--- src/rtl/core/hrs_pkg.sv ---
// Shared types and constants of the HVAC relay supervisor: item kinds, register
// indexes, fixed field widths and the microcode program with its control words.
// Depends on nothing; used by hrs_rem_unit and hvac_relay_supervisor.
`default_nettype none

package hrs_pkg;

   localparam int TimeW  = 32;
   localparam int CircW  = 11;
   localparam int SetpW  = 16;
   localparam int HvacW  = 3;
   localparam int FanW   = 2;
   localparam int CmdSeqW = 16;
   localparam int PcW    = 4;
   localparam int ReqW   = 80;
   localparam int RspW   = 64;

   localparam logic [TimeW-1:0] MinuteMs       = 32'd60000;
   localparam logic [TimeW-1:0] MinuteSec      = 32'd60;
   localparam logic [TimeW-1:0] FsTimeoutReset = 32'd300000;

   localparam logic [FanW-1:0] FAN_ALWAYS_ON = 2'd1;
   localparam logic [FanW-1:0] FAN_CIRCULATE = 2'd2;

   typedef enum logic [1:0] {
      KIND_TICK      = 2'd0,
      KIND_HEARTBEAT = 2'd1,
      KIND_COMMAND   = 2'd2,
      KIND_LOCKOUT   = 2'd3
   } kind_type;

   typedef enum logic [1:0] {
      CSR_FS_TIMEOUT   = 2'd0,
      CSR_CIRC_PERIOD  = 2'd1,
      CSR_CIRC_DUR     = 2'd2,
      CSR_SPARE_ACTIVE = 2'd3
   } csr_index_type;

   typedef enum logic [3:0] {
      OP_NOP,
      OP_FAILSAFE,
      OP_DRIVE,
      OP_MARK,
      OP_MOD_START,
      OP_LOAD_REM,
      OP_MINUTE,
      OP_INTERLOCK,
      OP_HEARTBEAT,
      OP_COMMAND,
      OP_LOCKOUT,
      OP_RESPOND
   } op_type;

   typedef enum logic [2:0] {
      COND_NEXT,
      COND_ALWAYS,
      COND_KIND,
      COND_MARK_ZERO,
      COND_REM_BUSY,
      COND_NO_MINUTE,
      COND_END
   } cond_type;

   typedef struct packed {
      op_type             op;
      cond_type           cond;
      logic [PcW-1:0]     target;
   } uword_type;

   localparam logic [PcW-1:0] PC_DISPATCH  = 4'd0;
   localparam logic [PcW-1:0] PC_FAILSAFE  = 4'd1;
   localparam logic [PcW-1:0] PC_DRIVE     = 4'd2;
   localparam logic [PcW-1:0] PC_MARK      = 4'd3;
   localparam logic [PcW-1:0] PC_MOD_START = 4'd4;
   localparam logic [PcW-1:0] PC_MOD_WAIT  = 4'd5;
   localparam logic [PcW-1:0] PC_LOAD_REM  = 4'd6;
   localparam logic [PcW-1:0] PC_MIN_TEST  = 4'd7;
   localparam logic [PcW-1:0] PC_MINUTE    = 4'd8;
   localparam logic [PcW-1:0] PC_INTERLOCK = 4'd9;
   localparam logic [PcW-1:0] PC_RESPOND   = 4'd10;
   localparam logic [PcW-1:0] PC_HEARTBEAT = 4'd11;
   localparam logic [PcW-1:0] PC_COMMAND   = 4'd12;
   localparam logic [PcW-1:0] PC_LOCKOUT   = 4'd13;

   // The control store. Each word names the datapath operation of its step and
   // how the step counter moves afterwards.
   function automatic uword_type ucode(input logic [PcW-1:0] pc);
      uword_type w;
      case (pc)
         PC_DISPATCH:  w = '{OP_NOP,        COND_KIND,      PC_DISPATCH};
         PC_FAILSAFE:  w = '{OP_FAILSAFE,   COND_NEXT,      PC_DISPATCH};
         PC_DRIVE:     w = '{OP_DRIVE,      COND_NEXT,      PC_DISPATCH};
         PC_MARK:      w = '{OP_MARK,       COND_MARK_ZERO, PC_INTERLOCK};
         PC_MOD_START: w = '{OP_MOD_START,  COND_NEXT,      PC_DISPATCH};
         PC_MOD_WAIT:  w = '{OP_NOP,        COND_REM_BUSY,  PC_MOD_WAIT};
         PC_LOAD_REM:  w = '{OP_LOAD_REM,   COND_NEXT,      PC_DISPATCH};
         PC_MIN_TEST:  w = '{OP_NOP,        COND_NO_MINUTE, PC_INTERLOCK};
         PC_MINUTE:    w = '{OP_MINUTE,     COND_ALWAYS,    PC_MIN_TEST};
         PC_INTERLOCK: w = '{OP_INTERLOCK,  COND_NEXT,      PC_DISPATCH};
         PC_RESPOND:   w = '{OP_RESPOND,    COND_END,       PC_RESPOND};
         PC_HEARTBEAT: w = '{OP_HEARTBEAT,  COND_ALWAYS,    PC_RESPOND};
         PC_COMMAND:   w = '{OP_COMMAND,    COND_ALWAYS,    PC_RESPOND};
         PC_LOCKOUT:   w = '{OP_LOCKOUT,    COND_ALWAYS,    PC_RESPOND};
         default:      w = '{OP_NOP,        COND_ALWAYS,    PC_RESPOND};
      endcase
      return w;
   endfunction

   function automatic logic [PcW-1:0] entry_addr(input kind_type k);
      logic [PcW-1:0] a;
      case (k)
         KIND_TICK:      a = PC_FAILSAFE;
         KIND_HEARTBEAT: a = PC_HEARTBEAT;
         KIND_COMMAND:   a = PC_COMMAND;
         KIND_LOCKOUT:   a = PC_LOCKOUT;
         default:        a = PC_RESPOND;
      endcase
      return a;
   endfunction

endpackage

`default_nettype wire

--- src/rtl/core/hrs_rem_unit.sv ---
// Iterative remainder unit: 32-bit dividend modulo an 11-bit divisor, one
// quotient bit per cycle. Depends on hrs_pkg for the field widths.
`default_nettype none

module hrs_rem_unit (
   input  wire logic                      clock,
   input  wire logic                      reset,
   input  wire logic                      start,
   input  wire logic [hrs_pkg::TimeW-1:0] dividend,
   input  wire logic [hrs_pkg::CircW-1:0] divisor,
   output logic                           busy,
   output logic [hrs_pkg::CircW-1:0]      rem
);

   localparam int CntW = $clog2(hrs_pkg::TimeW + 1);

   logic [CntW-1:0]             cnt_ff, cnt_in;
   logic [hrs_pkg::TimeW-1:0]   shift_ff, shift_in;
   logic [hrs_pkg::CircW-1:0]   part_ff, part_in;
   logic [hrs_pkg::CircW:0]     trial;
   logic [hrs_pkg::CircW:0]     diff;

   assign trial = {part_ff, shift_ff[hrs_pkg::TimeW-1]};
   assign diff  = trial - {1'b0, divisor};

   always_comb begin
      cnt_in   = cnt_ff;
      shift_in = shift_ff;
      part_in  = part_ff;
      if (start) begin
         cnt_in   = CntW'(hrs_pkg::TimeW);
         shift_in = dividend;
         part_in  = '0;
      end else if (cnt_ff != '0) begin
         cnt_in   = cnt_ff - CntW'(1);
         shift_in = {shift_ff[hrs_pkg::TimeW-2:0], 1'b0};
         // Partial remainder stays below the divisor, so both arms fit the width.
         if (trial >= {1'b0, divisor}) begin
            part_in = diff[hrs_pkg::CircW-1:0];
         end else begin
            part_in = trial[hrs_pkg::CircW-1:0];
         end
      end
   end

   always_ff @(posedge clock) begin
      if (reset) begin
         cnt_ff <= '0;
      end else begin
         cnt_ff <= cnt_in;
      end
      shift_ff <= shift_in;
      part_ff  <= part_in;
   end

   assign busy = (cnt_ff != '0);
   assign rem  = part_ff;

endmodule

`default_nettype wire

--- src/rtl/core/hvac_relay_supervisor.sv ---
// HVAC relay supervisor top level: request intake, microcoded sequencer, the
// relay and timer datapath, configuration registers and the response register.
// Depends on hrs_pkg and hrs_rem_unit.
//
//   Channel | Direction | Handshake            | Payload
//   req     | in        | req_tvalid/tready    | req_tuser = kind, req_tdata = item fields
//   rsp     | out       | rsp_tvalid/tready    | rsp_tdata = relays, verdict, stored state
//   csr     | in        | csr_we (no wait)     | csr_index, csr_wdata
//
// Heartbeat, command and lockout requests run dispatch, their own step and respond.
// A tick runs failsafe, drive and mark; if that starts the minute timer it goes on to
// interlock, else it waits for the circulation remainder, then the minute loop handles
// each whole elapsed minute one by one before interlock; respond comes last.
// Synchronous reset restores all state and registers but the captured request fields
// and response data. A new request is taken once the previous response sits in the
// output register; a stalled response holds the sequencer at its final step.
`default_nettype none

module hvac_relay_supervisor #(
   parameter int SEQ_BITS = 16
) (
   input  wire logic                        clock,
   input  wire logic                        reset,
   // req_tdata, lowest bit up: now_ms[31:0], heat_demand, cool_demand, cmd_seq[15:0],
   // cmd_sync_request, cmd_hvac_mode[2:0], cmd_fan_mode[1:0], cmd_setpoint[15:0],
   // cmd_filter_reset, lockout_value, zero fill to 80 bits
   input  wire logic                        req_tvalid,
   output logic                             req_tready,
   input  wire logic [hrs_pkg::ReqW-1:0]    req_tdata,
   // req_tuser: kind[1:0]
   input  wire logic [1:0]                  req_tuser,
   // rsp_tdata, lowest bit up: heat_relay, cool_relay, fan_relay, failsafe_on,
   // accepted, stale, sync_flag, filter_reset_done, filter_runtime[31:0],
   // target_setpoint[15:0], hvac_mode_now[2:0], fan_mode_now[1:0], zero fill
   output logic                             rsp_tvalid,
   input  wire logic                        rsp_tready,
   output logic [hrs_pkg::RspW-1:0]         rsp_tdata,
   input  wire logic                        csr_we,
   input  wire logic [1:0]                  csr_index,
   input  wire logic [hrs_pkg::TimeW-1:0]   csr_wdata
);

   typedef enum logic {SEQ_IDLE, SEQ_RUN} seq_state_type;

   localparam int TW = hrs_pkg::TimeW;
   localparam int CW = hrs_pkg::CircW;
   localparam int PW = hrs_pkg::PcW;

   seq_state_type state_ff, state_in;
   logic [PW-1:0] pc_ff, pc_in;

   // Captured request fields.
   hrs_pkg::kind_type         kind_ff, kind_in;
   logic [TW-1:0]             now_ff, now_in;
   logic                      heat_dem_ff, heat_dem_in;
   logic                      cool_dem_ff, cool_dem_in;
   logic [hrs_pkg::CmdSeqW-1:0] seq_ff, seq_in;
   logic                      sync_req_ff, sync_req_in;
   logic [hrs_pkg::HvacW-1:0] hvac_req_ff, hvac_req_in;
   logic [hrs_pkg::FanW-1:0]  fan_req_ff, fan_req_in;
   logic [hrs_pkg::SetpW-1:0] setp_req_ff, setp_req_in;
   logic                      frst_req_ff, frst_req_in;
   logic                      lock_req_ff, lock_req_in;

   // Supervisor state.
   logic [SEQ_BITS-1:0]       last_seq_ff, last_seq_in;
   logic [TW-1:0]             hb_time_ff, hb_time_in;
   logic                      lockout_ff, lockout_in;
   logic                      failsafe_ff, failsafe_in;
   logic                      heat_ff, heat_in;
   logic                      cool_ff, cool_in;
   logic                      fan_ff, fan_in;
   logic [hrs_pkg::FanW-1:0]  fan_mode_ff, fan_mode_in;
   logic [hrs_pkg::HvacW-1:0] hvac_mode_ff, hvac_mode_in;
   logic [hrs_pkg::SetpW-1:0] setpoint_ff, setpoint_in;
   logic [TW-1:0]             runtime_ff, runtime_in;
   logic [TW-1:0]             mark_ff, mark_in;
   logic [TW-1:0]             circ_min_ff, circ_min_in;
   logic [CW-1:0]             circ_rem_ff, circ_rem_in;

   // Per-request verdict flags.
   logic acc_ff, acc_in;
   logic stale_ff, stale_in;
   logic sync_done_ff, sync_done_in;
   logic frd_ff, frd_in;

   // Configuration registers.
   logic [TW-1:0] fs_timeout_ff, fs_timeout_in;
   logic [CW-1:0] circ_period_ff, circ_period_in;
   logic [CW-1:0] circ_dur_ff, circ_dur_in;
   logic          spare_ff, spare_in;

   logic                    rsp_valid_ff, rsp_valid_in;
   logic [hrs_pkg::RspW-1:0] rsp_data_ff, rsp_data_in;

   hrs_pkg::uword_type uw;
   logic               run;
   logic               out_free;
   logic               rem_start;
   logic               rem_busy;
   logic [CW-1:0]      rem_value;
   logic               minute_due;
   logic [TW-1:0]      since_mark;
   logic [TW-1:0]      since_hb;
   logic [31:0]        seq_wide;
   logic [SEQ_BITS-1:0] seq_v;
   logic [SEQ_BITS-1:0] seq_diff;
   logic               seq_newer;
   logic [CW:0]        rem_inc;
   logic [CW-1:0]      rem_next;

   assign run        = (state_ff == SEQ_RUN);
   assign uw         = hrs_pkg::ucode(pc_ff);
   assign out_free   = !rsp_valid_ff || rsp_tready;
   assign rem_start  = run && (uw.op == hrs_pkg::OP_MOD_START);
   assign since_mark = now_ff - mark_ff;
   assign minute_due = (since_mark >= hrs_pkg::MinuteMs);
   assign since_hb   = now_ff - hb_time_ff;

   // Sequence numbers compare modulo 2^SEQ_BITS; newer means a nonzero
   // difference below half the range.
   assign seq_wide  = {16'b0, seq_ff};
   assign seq_v     = seq_wide[SEQ_BITS-1:0];
   assign seq_diff  = seq_v - last_seq_ff;
   assign seq_newer = (seq_diff != '0) && !seq_diff[SEQ_BITS-1];

   // The remainder of the circulation counter tracks it minute by minute; when
   // the counter wraps to zero the remainder restarts at zero too.
   assign rem_inc  = {1'b0, circ_rem_ff} + (CW+1)'(1);
   always_comb begin
      if (circ_min_ff == '1) begin
         rem_next = '0;
      end else if (rem_inc == {1'b0, circ_period_ff}) begin
         rem_next = '0;
      end else begin
         rem_next = rem_inc[CW-1:0];
      end
   end

   hrs_rem_unit u_rem (
      .clock    (clock),
      .reset    (reset),
      .start    (rem_start),
      .dividend (circ_min_ff),
      .divisor  (circ_period_ff),
      .busy     (rem_busy),
      .rem      (rem_value)
   );

   always_comb begin
      state_in      = state_ff;
      pc_in         = pc_ff;
      kind_in       = kind_ff;
      now_in        = now_ff;
      heat_dem_in   = heat_dem_ff;
      cool_dem_in   = cool_dem_ff;
      seq_in        = seq_ff;
      sync_req_in   = sync_req_ff;
      hvac_req_in   = hvac_req_ff;
      fan_req_in    = fan_req_ff;
      setp_req_in   = setp_req_ff;
      frst_req_in   = frst_req_ff;
      lock_req_in   = lock_req_ff;
      last_seq_in   = last_seq_ff;
      hb_time_in    = hb_time_ff;
      lockout_in    = lockout_ff;
      failsafe_in   = failsafe_ff;
      heat_in       = heat_ff;
      cool_in       = cool_ff;
      fan_in        = fan_ff;
      fan_mode_in   = fan_mode_ff;
      hvac_mode_in  = hvac_mode_ff;
      setpoint_in   = setpoint_ff;
      runtime_in    = runtime_ff;
      mark_in       = mark_ff;
      circ_min_in   = circ_min_ff;
      circ_rem_in   = circ_rem_ff;
      acc_in        = acc_ff;
      stale_in      = stale_ff;
      sync_done_in  = sync_done_ff;
      frd_in        = frd_ff;
      fs_timeout_in  = fs_timeout_ff;
      circ_period_in = circ_period_ff;
      circ_dur_in    = circ_dur_ff;
      spare_in       = spare_ff;
      rsp_valid_in  = rsp_valid_ff && !rsp_tready;
      rsp_data_in   = rsp_data_ff;

      if (csr_we) begin
         case (hrs_pkg::csr_index_type'(csr_index))
            hrs_pkg::CSR_FS_TIMEOUT:   fs_timeout_in  = csr_wdata;
            hrs_pkg::CSR_CIRC_PERIOD:  circ_period_in = csr_wdata[CW-1:0];
            hrs_pkg::CSR_CIRC_DUR:     circ_dur_in    = csr_wdata[CW-1:0];
            hrs_pkg::CSR_SPARE_ACTIVE: spare_in       = csr_wdata[0];
            default: ;
         endcase
      end

      if (!run) begin
         if (req_tvalid) begin
            state_in     = SEQ_RUN;
            pc_in        = hrs_pkg::PC_DISPATCH;
            kind_in      = hrs_pkg::kind_type'(req_tuser);
            now_in       = req_tdata[31:0];
            heat_dem_in  = req_tdata[32];
            cool_dem_in  = req_tdata[33];
            seq_in       = req_tdata[49:34];
            sync_req_in  = req_tdata[50];
            hvac_req_in  = req_tdata[53:51];
            fan_req_in   = req_tdata[55:54];
            setp_req_in  = req_tdata[71:56];
            frst_req_in  = req_tdata[72];
            lock_req_in  = req_tdata[73];
            acc_in       = 1'b0;
            stale_in     = 1'b0;
            sync_done_in = 1'b0;
            frd_in       = 1'b0;
         end
      end else begin
         case (uw.op)
            hrs_pkg::OP_FAILSAFE: begin
               failsafe_in = (since_hb >= fs_timeout_ff);
            end
            hrs_pkg::OP_DRIVE: begin
               if (failsafe_ff || lockout_ff) begin
                  heat_in = 1'b0;
                  cool_in = 1'b0;
                  fan_in  = 1'b0;
               end else if (heat_dem_ff) begin
                  heat_in = 1'b1;
                  cool_in = 1'b0;
                  fan_in  = 1'b0;
               end else if (cool_dem_ff) begin
                  heat_in = 1'b0;
                  cool_in = 1'b1;
                  fan_in  = 1'b0;
               end else begin
                  heat_in = 1'b0;
                  cool_in = 1'b0;
                  // In circulate mode the fan keeps whatever the window left.
                  if (fan_mode_ff == hrs_pkg::FAN_ALWAYS_ON && !spare_ff) begin
                     fan_in = 1'b1;
                  end else if (fan_mode_ff != hrs_pkg::FAN_CIRCULATE) begin
                     fan_in = 1'b0;
                  end
               end
            end
            hrs_pkg::OP_MARK: begin
               if (mark_ff == '0) begin
                  mark_in = now_ff;
               end
            end
            hrs_pkg::OP_LOAD_REM: begin
               circ_rem_in = rem_value;
            end
            hrs_pkg::OP_MINUTE: begin
               mark_in = mark_ff + hrs_pkg::MinuteMs;
               if (heat_ff || cool_ff || fan_ff || spare_ff) begin
                  runtime_in = runtime_ff + hrs_pkg::MinuteSec;
               end
               if (!failsafe_ff && !lockout_ff && fan_mode_ff == hrs_pkg::FAN_CIRCULATE) begin
                  if (circ_period_ff != '0 && circ_dur_ff != '0) begin
                     circ_min_in = circ_min_ff + TW'(1);
                     circ_rem_in = rem_next;
                     fan_in      = (rem_next < circ_dur_ff) && !heat_ff && !cool_ff
                                   && !spare_ff;
                  end
               end else begin
                  circ_min_in = '0;
                  circ_rem_in = '0;
               end
            end
            hrs_pkg::OP_INTERLOCK: begin
               if (failsafe_ff || lockout_ff) begin
                  heat_in = 1'b0;
                  cool_in = 1'b0;
                  fan_in  = 1'b0;
               end else if (heat_ff) begin
                  cool_in = 1'b0;
                  fan_in  = 1'b0;
               end else if (cool_ff) begin
                  fan_in  = 1'b0;
               end
            end
            hrs_pkg::OP_HEARTBEAT: begin
               hb_time_in = now_ff;
            end
            hrs_pkg::OP_COMMAND: begin
               if (last_seq_ff != '0 && !seq_newer) begin
                  stale_in = 1'b1;
               end else begin
                  last_seq_in = seq_v;
                  acc_in      = 1'b1;
                  if (sync_req_ff) begin
                     sync_done_in = 1'b1;
                  end else begin
                     hvac_mode_in = hvac_req_ff;
                     fan_mode_in  = fan_req_ff;
                     setpoint_in  = setp_req_ff;
                     if (frst_req_ff) begin
                        runtime_in = '0;
                        frd_in     = 1'b1;
                     end
                  end
               end
            end
            hrs_pkg::OP_LOCKOUT: begin
               lockout_in = lock_req_ff;
               if (lock_req_ff) begin
                  heat_in = 1'b0;
                  cool_in = 1'b0;
                  fan_in  = 1'b0;
               end
            end
            hrs_pkg::OP_RESPOND: begin
               if (out_free) begin
                  rsp_valid_in = 1'b1;
                  rsp_data_in  = {3'b0, fan_mode_ff, hvac_mode_ff, setpoint_ff, runtime_ff,
                                  frd_ff, sync_done_ff, stale_ff, acc_ff, failsafe_ff,
                                  fan_ff, cool_ff, heat_ff};
               end
            end
            default: ;
         endcase

         case (uw.cond)
            hrs_pkg::COND_NEXT:      pc_in = pc_ff + PW'(1);
            hrs_pkg::COND_ALWAYS:    pc_in = uw.target;
            hrs_pkg::COND_KIND:      pc_in = hrs_pkg::entry_addr(kind_ff);
            hrs_pkg::COND_MARK_ZERO: pc_in = (mark_ff == '0) ? uw.target : pc_ff + PW'(1);
            hrs_pkg::COND_REM_BUSY:  pc_in = rem_busy ? uw.target : pc_ff + PW'(1);
            hrs_pkg::COND_NO_MINUTE: pc_in = minute_due ? pc_ff + PW'(1) : uw.target;
            hrs_pkg::COND_END: begin
               if (out_free) begin
                  state_in = SEQ_IDLE;
               end
            end
            default: pc_in = hrs_pkg::PC_RESPOND;
         endcase
      end
   end

   always_ff @(posedge clock) begin
      if (reset) begin
         state_ff       <= SEQ_IDLE;
         pc_ff          <= hrs_pkg::PC_DISPATCH;
         last_seq_ff    <= '0;
         hb_time_ff     <= '0;
         lockout_ff     <= 1'b0;
         failsafe_ff    <= 1'b0;
         heat_ff        <= 1'b0;
         cool_ff        <= 1'b0;
         fan_ff         <= 1'b0;
         fan_mode_ff    <= '0;
         hvac_mode_ff   <= '0;
         setpoint_ff    <= '0;
         runtime_ff     <= '0;
         mark_ff        <= '0;
         circ_min_ff    <= '0;
         circ_rem_ff    <= '0;
         acc_ff         <= 1'b0;
         stale_ff       <= 1'b0;
         sync_done_ff   <= 1'b0;
         frd_ff         <= 1'b0;
         fs_timeout_ff  <= hrs_pkg::FsTimeoutReset;
         circ_period_ff <= '0;
         circ_dur_ff    <= '0;
         spare_ff       <= 1'b0;
         rsp_valid_ff   <= 1'b0;
      end else begin
         state_ff       <= state_in;
         pc_ff          <= pc_in;
         last_seq_ff    <= last_seq_in;
         hb_time_ff     <= hb_time_in;
         lockout_ff     <= lockout_in;
         failsafe_ff    <= failsafe_in;
         heat_ff        <= heat_in;
         cool_ff        <= cool_in;
         fan_ff         <= fan_in;
         fan_mode_ff    <= fan_mode_in;
         hvac_mode_ff   <= hvac_mode_in;
         setpoint_ff    <= setpoint_in;
         runtime_ff     <= runtime_in;
         mark_ff        <= mark_in;
         circ_min_ff    <= circ_min_in;
         circ_rem_ff    <= circ_rem_in;
         acc_ff         <= acc_in;
         stale_ff       <= stale_in;
         sync_done_ff   <= sync_done_in;
         frd_ff         <= frd_in;
         fs_timeout_ff  <= fs_timeout_in;
         circ_period_ff <= circ_period_in;
         circ_dur_ff    <= circ_dur_in;
         spare_ff       <= spare_in;
         rsp_valid_ff   <= rsp_valid_in;
      end
      kind_ff      <= kind_in;
      now_ff       <= now_in;
      heat_dem_ff  <= heat_dem_in;
      cool_dem_ff  <= cool_dem_in;
      seq_ff       <= seq_in;
      sync_req_ff  <= sync_req_in;
      hvac_req_ff  <= hvac_req_in;
      fan_req_ff   <= fan_req_in;
      setp_req_ff  <= setp_req_in;
      frst_req_ff  <= frst_req_in;
      lock_req_ff  <= lock_req_in;
      rsp_data_ff  <= rsp_data_in;
   end

   assign req_tready = !run;
   assign rsp_tvalid = rsp_valid_ff;
   assign rsp_tdata  = rsp_data_ff;

endmodule

`default_nettype wire

--- config.mk ---
export PLATFORM = sky130hd
export DESIGN_NAME = hvac_relay_supervisor
export DESIGN_NICKNAME = d
export VERILOG_FILES = /design/src/rtl/core/hrs_pkg.sv /design/src/rtl/core/hrs_rem_unit.sv /design/src/rtl/core/hvac_relay_supervisor.sv
export SDC_FILE = /design/constraint.sdc
export NUM_CORES = 1
export LEC_CHECK = 0
export BUFFER_PORTS_ARGS = -buffer_cell sky130_fd_sc_hd__buf_2
export CAP_MARGIN = 20
export CORE_UTILIZATION = 43
export CTS_CLUSTER_SIZE = 12
export DETAILED_ROUTE_END_ITERATION = 10
export PLACE_DENSITY = 0.7
export SYNTH_ARGS = -nofsm -noshare
export SYNTH_HDL_FRONTEND = slang
export SYNTH_HIERARCHICAL = 1
export SYNTH_SLANG_ARGS = --single-unit
--- constraint.sdc ---
create_clock -name clock -period 5.7 [get_ports clock]
set_input_delay 1.14 -clock clock [delete_from_list [all_inputs] [get_ports clock]]
set_output_delay 1.14 -clock clock [all_outputs]
set_load 0.05 [all_outputs]
==> run_results.csv, run 1 <==
group,metric,value,unit
layout,diodes,0,
clock_tree,cts_root_buf,"clkbuf_16",
critical_path,cp-end-kind,"flop",
yosys,synth_cell_type_count,102,
clock_tree,holdBufCountCts,0,
pwr,power_density,328,nW/um^2
yosys,synth_flop_cell,"dfxtp_1",
yosys,synth_cells,2654,
floorplanning,ios,187,
critical_path,worst_setup_path_start_kind,"flop",
yosys,yosys.area.top_type,"dfxtp_1",
clock_tree,post_cts_resized,0,
layout,area_growth,13.4,%
global_routing,grt_pass1_vias,19200,
sta,rsz0062_at_grt,"false",
yosys,ys.warnings.count,6,
flow_run,drv_cap,0,
critical_path,crit_type,"flop to flop",
place,dpl_cell_area,25500,sq um
yosys,postSynthAreaPerCell,9.04,sq um
global_routing,grt_max_degree,185,
layout,multi_input_area,12300,sq um
clock_tree,numCtsBuffers,49,
hold_path,min-delay-path-class,"flop to flop",
sta,final.min_clock_period,5300,ps
layout,fin_cells,3575,
critical_path,cp_slowest_cell,"edfxtp_1",
pwr,p_leak,10.2,nW
floorplanning,rows,86,
sta,slew_violations,0,
critical_path,critPathRequiredTime,6160,ps
sta,timing.final.crit_share,93.0,%
sta,relSlewSlack,22.2,%
detailed_routing,drt-pass1-iter-count,7,
yosys,async_reset_ff_share,0,%
detailed_routing,drt_iter0_drc,1631,
clock_tree,clk_latency,600,ps
sta,fin_skew,23.6,ps
global_routing,antenna_found_initial,0,
layout,seqCellArea,10500,sq um
clock_tree,cts_setup_buffers,0,
yosys,synth_seq_area_share,43.6,%
clock_tree,clkTransAtPathRegs,60,ps
floorplanning,chipWidth,238,microns
layout,nets,3054,
critical_path,crit_chain,"ha_1 -> nor2b_1 -> o21a_1 -> o21ai_0 -> a211oi_1 -> o31ai_1 -> a211oi_1 -> or3_1 -> a2111o_1 -> a31oi_1 -> o21ai_0 -> xor2_1 -> ha_1 -> a21o_1 -> a21o_1 -> a21oi_1 -> o211ai_1 -> a2111oi_0 -> nor3_1",
detailed_routing,via_per_inst,5.55,
yosys,synth_top_area_share,22.7,%
yosys,synth.area.top_cells,"dfxtp_1, edfxtp_1, ha_1",
place,place_hpwl,44000,microns
yosys,synth.most_common_cell,"nand2_1",
critical_path,reg2reg_slack,400,ps
floorplanning,die_area,56700,sq um
clock_tree,htreeDepth,2,
floorplanning,start_util,43.5,%
place,place_inst,3481,
sta,worst_pin_slew,1170,ps
global_routing,grt_pass1_wl,98200,microns
yosys,synthTopCellsByCount,"nand2_1, nor2_1, dfxtp_1",
detailed_routing,wire_per_inst,17.0,microns
global_routing,track_usage,21.1,%
layout,fill_cells,5105,
place,io_buffers,175,
global_routing,grt_overflow_total,0,
clock_tree,clkSinkCount,439,
outcome,status,"finished clean",
detailed_routing,ant_nets,0,
yosys,ys_ff_latch,439,
pwr,p_total,8.92,mW
layout,drive_gt1_share,12.9,%
sta,finalHoldViolCount,0,
detailed_routing,wl,60700,microns
critical_path,crit_arrival,5760,ps
yosys,synth_edf_count,167,
sta,clock.fmax,189,MHz
layout,fin_area,27200,sq um
clock_tree,cts_tree,"built",
critical_path,path_max_fanout,6,
floorplanning,coreArea,55100,sq um
sta,tns,0,ps
detailed_routing,num_vias,19800,
clock_tree,clockBufferDepth,3,
layout,post-route-util,49.4,%
sta,setup_violations,0,
place,globalplace.congestion,0.920,
floorplanning,die_height,238,microns
yosys,syn-cell-area,24000,sq um
pwr,ir_drop,0.000196,V
critical_path,max_stage_delay,520,ps
detailed_routing,drc,0,
## placed cells by master (no fill, tap or decap), drive strengths merged, types with 15 or more instances in the layout
| cell type | count |
|---|---|
| nor2b | 28 |
| nand3 | 61 |
| nand2b | 23 |
| o21a | 21 |
| nor2 | 274 |
| a311oi | 15 |
| o21ai | 112 |
| xnor2 | 61 |
| a211o | 15 |
| dfxtp | 272 |
| ha | 143 |
| clkbuf | 69 |
| a211oi | 43 |
| nand4 | 34 |
| and3 | 24 |
| or3 | 26 |
| buf | 201 |
| nand2 | 289 |
| mux2 | 36 |
| a21o | 49 |
| o31ai | 25 |
| xor2 | 50 |
| nor4 | 28 |
| o211ai | 21 |
| mux2i | 42 |
| nor3 | 45 |
| edfxtp | 167 |
| inv | 194 |
| clkinv | 18 |
| a21oi | 235 |
## state kept, by name (all words and copies together) (netlist names), 3 cells and up
| signal | cells |
|---|---|
| setp_req_ff | 16 |
| hb_time_ff | 32 |
| uw | 11 |
| runtime_ff | 30 |
| setpoint_ff | 16 |
| circ_rem_ff | 11 |
| hvac_req_ff | 3 |
| u_rem/shift_ff | 32 |
| rsp_tdata | 59 |
| pc_ff | 4 |
| u_rem/rem | 11 |
| hvac_mode_ff | 3 |
| circ_min_ff | 32 |
| seq_ff | 16 |
| last_seq_ff | 16 |
| now_ff | 32 |
| mark_ff | 32 |
| circ_period_ff | 11 |
| u_rem/cnt_ff | 6 |
| fs_timeout_ff | 32 |
| circ_dur_ff | 11 |
## where the power goes
| part | total [mW] | switching [mW] | internal, mW |
|---|---|---|---|
| Sequential | 3.78 | 0.181 | 3.60 |
| Clock | 3.17 | 1.29 | 1.88 |
| Combinational | 1.96 | 1.16 | 0.805 |
## worst paths after layout
| path | startpoint | end | cells past startpoint |
|---|---|---|---|
| setup / recovery | now_ff[1] | failsafe_ff | 19 |
| hold reg to reg | setpoint_ff[8] | rsp_tdata[48] | 0 |
| setup reg to reg | now_ff[1] | failsafe_ff | 19 |
| hold / removal | setpoint_ff[8] | rsp_tdata[48] | 0 |
## worst max-delay path, delay by kind of cell (launching register included)
kind                     cells  cell delay (ps)
AND/OR/NAND/NOR              3              640
flip-flops                   1              520
AO/OA/AOI/OAI               13             3210
adder cells (fa/ha/maj)      2              640
XOR/XNOR                     1              170
## layout make-up
class,instances,share of cell area [%]
multi-input combinational,1901,45.3
clock inverter,23,0.883
timing repair buffer,201,4.15
clock buffer,69,5.08
sequential,439,38.5
inverter,194,2.68
tap,748,3.44
## stage by stage
stage                     hold WS, ps  worst slack (ps)
after global placement            412               426
after global routing              437              27.4
final                             430               397
after CTS                         429               426
after floorplan                   408              1050
after detailed placement          418               477
## logic make-up after synthesis
logic type	Yosys count	synth area share [%]
mux	78	3.46
buf+inv	318	5.26
fa+ha+maj	147	7.79
other cells	1	0.0156
flops	439	43.6
simple gates	896	17.5
compound gates	664	18.3
xor+xnor	111	4.05
## routing by layer
layer	global-route usage, %	share of wire (%)	up-vias
met5	0	0	-
met4	7.17	2.5	0
met3	2.75	4.7	108
met2	36.5	49	580
met1	27.2	44	9412
li1	-	-	9726
Power figures use the tool's default switching activity.
==> run 2, diff against run 1 <==
==> constraint.sdc (replaced) <==
create_clock -name clock -period 5.2 [get_ports clock]
set_input_delay 1.04 -clock clock [delete_from_list [all_inputs] [get_ports clock]]
set_output_delay 1.04 -clock clock [all_outputs]
set_load 0.05 [all_outputs]
==> run_results.csv, run 2 (synthesis results as in run 1) <==
group,metric,value,unit
critical_path,crit_type,"flop to flop",
floorplanning,ios,187,
floorplanning,rows,86,
layout,nets,3058,
layout,post-route-util,49.3,%
detailed_routing,drt-pass1-iter-count,5,
global_routing,grt_pass1_wl,96700,microns
pwr,p_total,9.59,mW
detailed_routing,met1Wirelength,27100,microns
detailed_routing,ant_nets,0,
flow_run,drv_cap,0,
layout,drive_gt1_share,13.2,%
detailed_routing,wl_met2,29300,microns
critical_path,cp_top_family,"compound AO/OA/AOI/OAI gates",
clock_tree,clk_latency,600,ps
clock_tree,cts_setup_buffers,0,
global_routing,track_usage,20.9,%
clock_tree,clkSinkCount,439,
sta,final.min_clock_period,4940,ps
floorplanning,coreArea,55100,sq um
detailed_routing,drt_iter0_drc,1313,
sta,finalHoldViolCount,0,
clock_tree,cts_root_buf,"clkbuf_16",
detailed_routing,wl,60600,microns
clock_tree,numCtsBuffers,48,
detailed_routing,highest_layer,"met4",
floorplanning,start_util,43.5,%
pwr,ir_drop,0.000245,V
layout,fin_cells,3575,
floorplanning,die_area,56700,sq um
global_routing,grt_overflow_total,0,
detailed_routing,num_vias,19700,
layout,layout_common_cells,"nand2_1, dfxtp_1, nor2_1, a21oi_1, inv_1",
clock_tree,htreeDepth,2,
global_routing,grt_pass1_vias,18800,
clock_tree,clockBufferDepth,3,
critical_path,crit_arrival,5400,ps
sta,timing.final.crit_share,95.1,%
floorplanning,die_height,238,microns
hold_path,min-delay-path-class,"flop to flop",
place,globalplace.congestion,0.907,
layout,largest_reg_flops,59,
detailed_routing,drc,0,
sta,relSlewSlack,32.8,%
layout,layout_commonest_cell,"nand2_1",
sta,fin_skew,26.9,ps
critical_path,path_max_fanout,5,
outcome,status,"finished clean",
clock_tree,cts_tree,"built",
pwr,power_density,353,nW/um^2
pwr,p_leak,10.2,nW
clock_tree,clkTransAtPathRegs,60,ps
sta,whs,431,ps
sta,clock.fmax,202,MHz
critical_path,cp_num_buf_inv,0,
layout,diodes,0,
detailed_routing,via_per_inst,5.50,
detailed_routing,wire_per_inst,16.9,microns
global_routing,grt_max_degree,83,
critical_path,cp_slowest_cell,"a2111o_1",
layout,area_growth,13.2,%
critical_path,max_stage_delay,460,ps
detailed_routing,route.met3.wl,2700,microns
global_routing,antenna_found_initial,0,
sta,slew_violations,0,
place,place_hpwl,44500,microns
sta,setup_violations,0,
critical_path,cp-end-kind,"flop",
floorplanning,chipWidth,238,microns
critical_path,worst_setup_path_start_kind,"flop",
critical_path,critPathRequiredTime,5660,ps
critical_path,crit_top_cell,"a21o_1",
critical_path,crit_chain,"ha_1 -> a21o_1 -> a21o_1 -> a21o_1 -> a22o_1 -> o31ai_2 -> a211oi_1 -> or3_1 -> a2111o_1 -> a31oi_2 -> o21ai_0 -> xor2_1 -> ha_1 -> a21o_1 -> a21o_1 -> a21oi_1 -> o211ai_1 -> a311o_1 -> o21ai_0 -> nor3_1",
place,place_inst,3487,
place,io_buffers,175,
sta,worst_pin_slew,1010,ps
==> run 2: cell types whose count changed in the layout (fill, tap and decap cells not counted), moves of 2 or more <==
cell       change
buf_4          +7
clkbuf_1       -2
a2111oi_2      +2
clkbuf_16      -2
==> run 2: repair_timing <==
item                                    4_1_cts  5_1_grt
hold buffers                                  0        0
gates resized for setup                       1        8
endpoints found under the setup margin        1        3
==> run 2: worst paths after layout <==
| check | start | slack (ps) | depth (start not counted) | end |
|---|---|---|---|---|
| worst max-delay path | now_ff[8] | 260 | 20 | failsafe_ff |
| worst min-delay path | setpoint_ff[15] | 430 | 0 | rsp_tdata[55] |
| worst max register to register | now_ff[8] | 260 | 20 | failsafe_ff |
| worst min register to register | setpoint_ff[15] | 430 | 0 | rsp_tdata[55] |
==> run 2: layout make-up <==
type | instances | area (sq um)
clock buffers | 66 | 1340
clock inverters | 21 | 193
fillers | 5186 | 27900
inverters | 194 | 729
multi-input cells | 1901 | 12400
flip-flops and latches | 439 | 10500
well taps | 748 | 936
repair buffers | 206 | 1130
==> run 2: metal layers <==
layer | vias up | track usage [%]
met4 | 0 | 6.97
met3 | 100 | 2.63
met2 | 506 | 36.1
met1 | 9325 | 26.8
li1 | 9734 | -
met5 | - | 0
==> run 2: power by group <==
group          leakage [nW]  internal (mW)  switching [mW]  total (mW)
combinational          5.55          0.877            1.24        2.12
clock                 0.760           1.95            1.38        3.32
sequential             3.85           3.95           0.199        4.15
total                  10.2           6.77            2.82        9.59
==> run 2: through the flow <==
stage | setup TNS, ps | setup WS (ps) | instance area [sq um]
2_1_floorplan | 0 | 633 | 24000
3_3_place_gp | 0 | 74.7 | 25600
3_5_place_dp | 0 | 23.8 | 25600
4_1_cts | 0 | 11.1 | 27100
5_1_grt | -5.54 | -5.54 | 27100
6_report | 0 | 256 | 27100
==> run 3, diff against run 2 <==
--- a/config.mk
+++ b/config.mk
@@ -7,10 +7,11 @@
 export LEC_CHECK = 0
 export BUFFER_PORTS_ARGS = -buffer_cell sky130_fd_sc_hd__buf_2
 export CAP_MARGIN = 20
+export CORE_ASPECT_RATIO = 1.4
 export CORE_UTILIZATION = 43
 export CTS_CLUSTER_SIZE = 12
 export DETAILED_ROUTE_END_ITERATION = 10
-export PLACE_DENSITY = 0.7
+export PLACE_DENSITY_LB_ADDON = 0.15
 export SYNTH_ARGS = -nofsm -noshare
 export SYNTH_HDL_FRONTEND = slang
 export SYNTH_HIERARCHICAL = 1
==> run_results.csv, run 3 (synthesis results as in run 1) <==
group,metric,value,unit
critical_path,crit_type,"flop to flop",
hold_path,hp-start,"acc_ff",
flow_run,drv_cap,0,
critical_path,reg2reg_slack,320,ps
global_routing,grt_max_degree,88,
floorplanning,ios,187,
pwr,p_sw,2.87,mW
layout,area_growth,13.0,%
detailed_routing,via_per_inst,5.46,
sta,worst_pin_slew,1000,ps
layout,largest_reg_flops,59,
sta,relSlewSlack,33.1,%
detailed_routing,wire_per_inst,17.5,microns
detailed_routing,wl,62300,microns
clock_tree,clkTransAtPathRegs,60,ps
clock_tree,clkSinkCount,439,
sta,clock.fmax,205,MHz
global_routing,grt_pass1_vias,19100,
floorplanning,rows,102,
pwr,p_comb_share,22.8,%
clock_tree,htreeDepth,2,
detailed_routing,drc,0,
clock_tree,numCtsBuffers,46,
layout,post-route-util,49.0,%
hold_path,whs_path_depth,0,
critical_path,crit_arrival,5390,ps
detailed_routing,drt-pass1-iter-count,5,
sta,whs,429,ps
clock_tree,cts_tree,"built",
sta,fin_skew,37.5,ps
place,place_hpwl,46500,microns
pwr,pwr-share-seq,43.8,%
place,dpl_cell_area,25600,sq um
pwr,p_clk_share,33.3,%
pwr,p_total,9.44,mW
sta,finalHoldViolCount,0,
layout,layout_commonest_cell,"nand2_1",
place,io_buffers,175,
critical_path,rr_startpoint,"now_ff[4]",
floorplanning,start_util,43.4,%
pwr,power.internal,6.57,mW
critical_path,crit_start,"now_ff[4]",
sta,setup_violations,0,
pwr,power_density,348,nW/um^2
layout,drive_gt1_share,13.1,%
hold_path,min_to,"rsp_tdata[4]",
pwr,p_leak,10.1,nW
place,globalplace.congestion,0.907,
detailed_routing,drt_iter0_drc,923,
global_routing,antenna_found_initial,1,
outcome,status,"finished clean",
layout,layout_common_cells,"nand2_1, dfxtp_1, nor2_1, a21oi_1, inv_1",
clock_tree,cts_root_buf,"clkbuf_16",
global_routing,grt_overflow_total,0,
global_routing,grt_pass1_wl,99600,microns
pwr,swShare,30.4,%
critical_path,path_max_fanout,8,
sta,final.min_clock_period,4880,ps
detailed_routing,num_vias,19500,
floorplanning,die_area,56700,sq um
floorplanning,coreArea,55300,sq um
critical_path,cp-end-kind,"flop",
sta,rsz0062_at_grt,"false",
clock_tree,clockBufferDepth,3,
floorplanning,chipWidth,202,microns
critical_path,critPathRequiredTime,5710,ps
floorplanning,die_height,281,microns
hold_path,min-delay-path-class,"flop to flop",
critical_path,rr_endpoint,"uw[7]",
sta,slew_violations,0,
global_routing,track_usage,21.7,%
layout,nets,3067,
critical_path,worst_setup_path_start_kind,"flop",
layout,fin_area,27100,sq um
sta,timing.final.crit_share,93.8,%
detailed_routing,ant_nets,0,
sta,tns,0,ps
pwr,ir_drop,0.000259,V
clock_tree,clk_latency,620,ps
layout,fill_cells,5272,
critical_path,ff2ff_path_depth,16,
[run 3: changes by cell type in the layout (fill, tap and decap cells not counted), sizes merged]
| cell | delta |
|---|---|
| buf | +11 |
| clkinv | -6 |
| bufinv | -3 |
| clkinvlp | +3 |
| clkbuf | +2 |
| diode | +1 |
[run 3: final cells by class]
| type | count | area, sq um | area share [%] |
|---|---|---|---|
| Multi-Input combinational cell | 1901 | 12400 | 45.6 |
| Sequential cell | 439 | 10500 | 38.6 |
| Clock buffer | 68 | 1280 | 4.74 |
| Timing Repair Buffer | 217 | 1220 | 4.49 |
| Tap cell | 728 | 911 | 3.36 |
| Inverter | 194 | 729 | 2.69 |
| Clock inverter | 15 | 141 | 0.522 |
| Antenna cell | 1 | 2.50 | 0.00923 |
[run 3: repair_timing]
action | in CTS | in global routing
endpoints found under the setup margin | 1 | 3
resized for setup | 1 | 9
buffers inserted | 0 | 0
endpoints found under the hold margin | 0 | 0
hold buffers | 0 | 0
[run 3: power by group through the flow]
stage	logic (mW)	clock network [mW]	registers, mW
detailed placement	2.15	0	4.21
global placement	2.10	0	4.21
finish	2.16	3.15	4.14
CTS	2.16	3.25	4.14
global route	2.39	3.37	4.18
floorplan	1.65	0	4.13
[run 3: worst max path at each step]
stage                  end  slack (ps)
2_1_floorplan  failsafe_ff         630
3_3_place_gp   failsafe_ff          30
3_5_place_dp   failsafe_ff         -20
4_1_cts        failsafe_ff          30
5_1_grt        failsafe_ff          20
6_report             uw[7]         320
[run 3: worst max-delay path, stage by stage (launching register included)]
cell	delay, ps
edfxtp_1	450
ha_1	370
o211ai_2	110
a21oi_2	190
nor4_4	100
or3b_2	520
a2111oi_2	510
or3_1	190
xor2_1	90
or3_1	500
or4_4	580
o211a_1	170
nor3_2	180
ha_1	270
a211oi_1	200
a211oi_1	80
a311oi_1	280
[run 3: layer usage]
layer | routed length (microns) | part of all wire (%) | GRT usage, %
met5 | 0 | 0 | 0
met4 | 2150 | 3.5 | 8.49
met3 | 1710 | 2.7 | 2.27
met2 | 32600 | 52 | 41.0
met1 | 25800 | 41 | 24.8
[run 3: per-stage QoR]
stage               setup WS (ps)  std cells
CTS                          33.8       3561
global route                 17.8       3563
global placement             33.7       3478
finish                        321       3563
detailed placement          -18.3       3478
floorplan                     633       2658
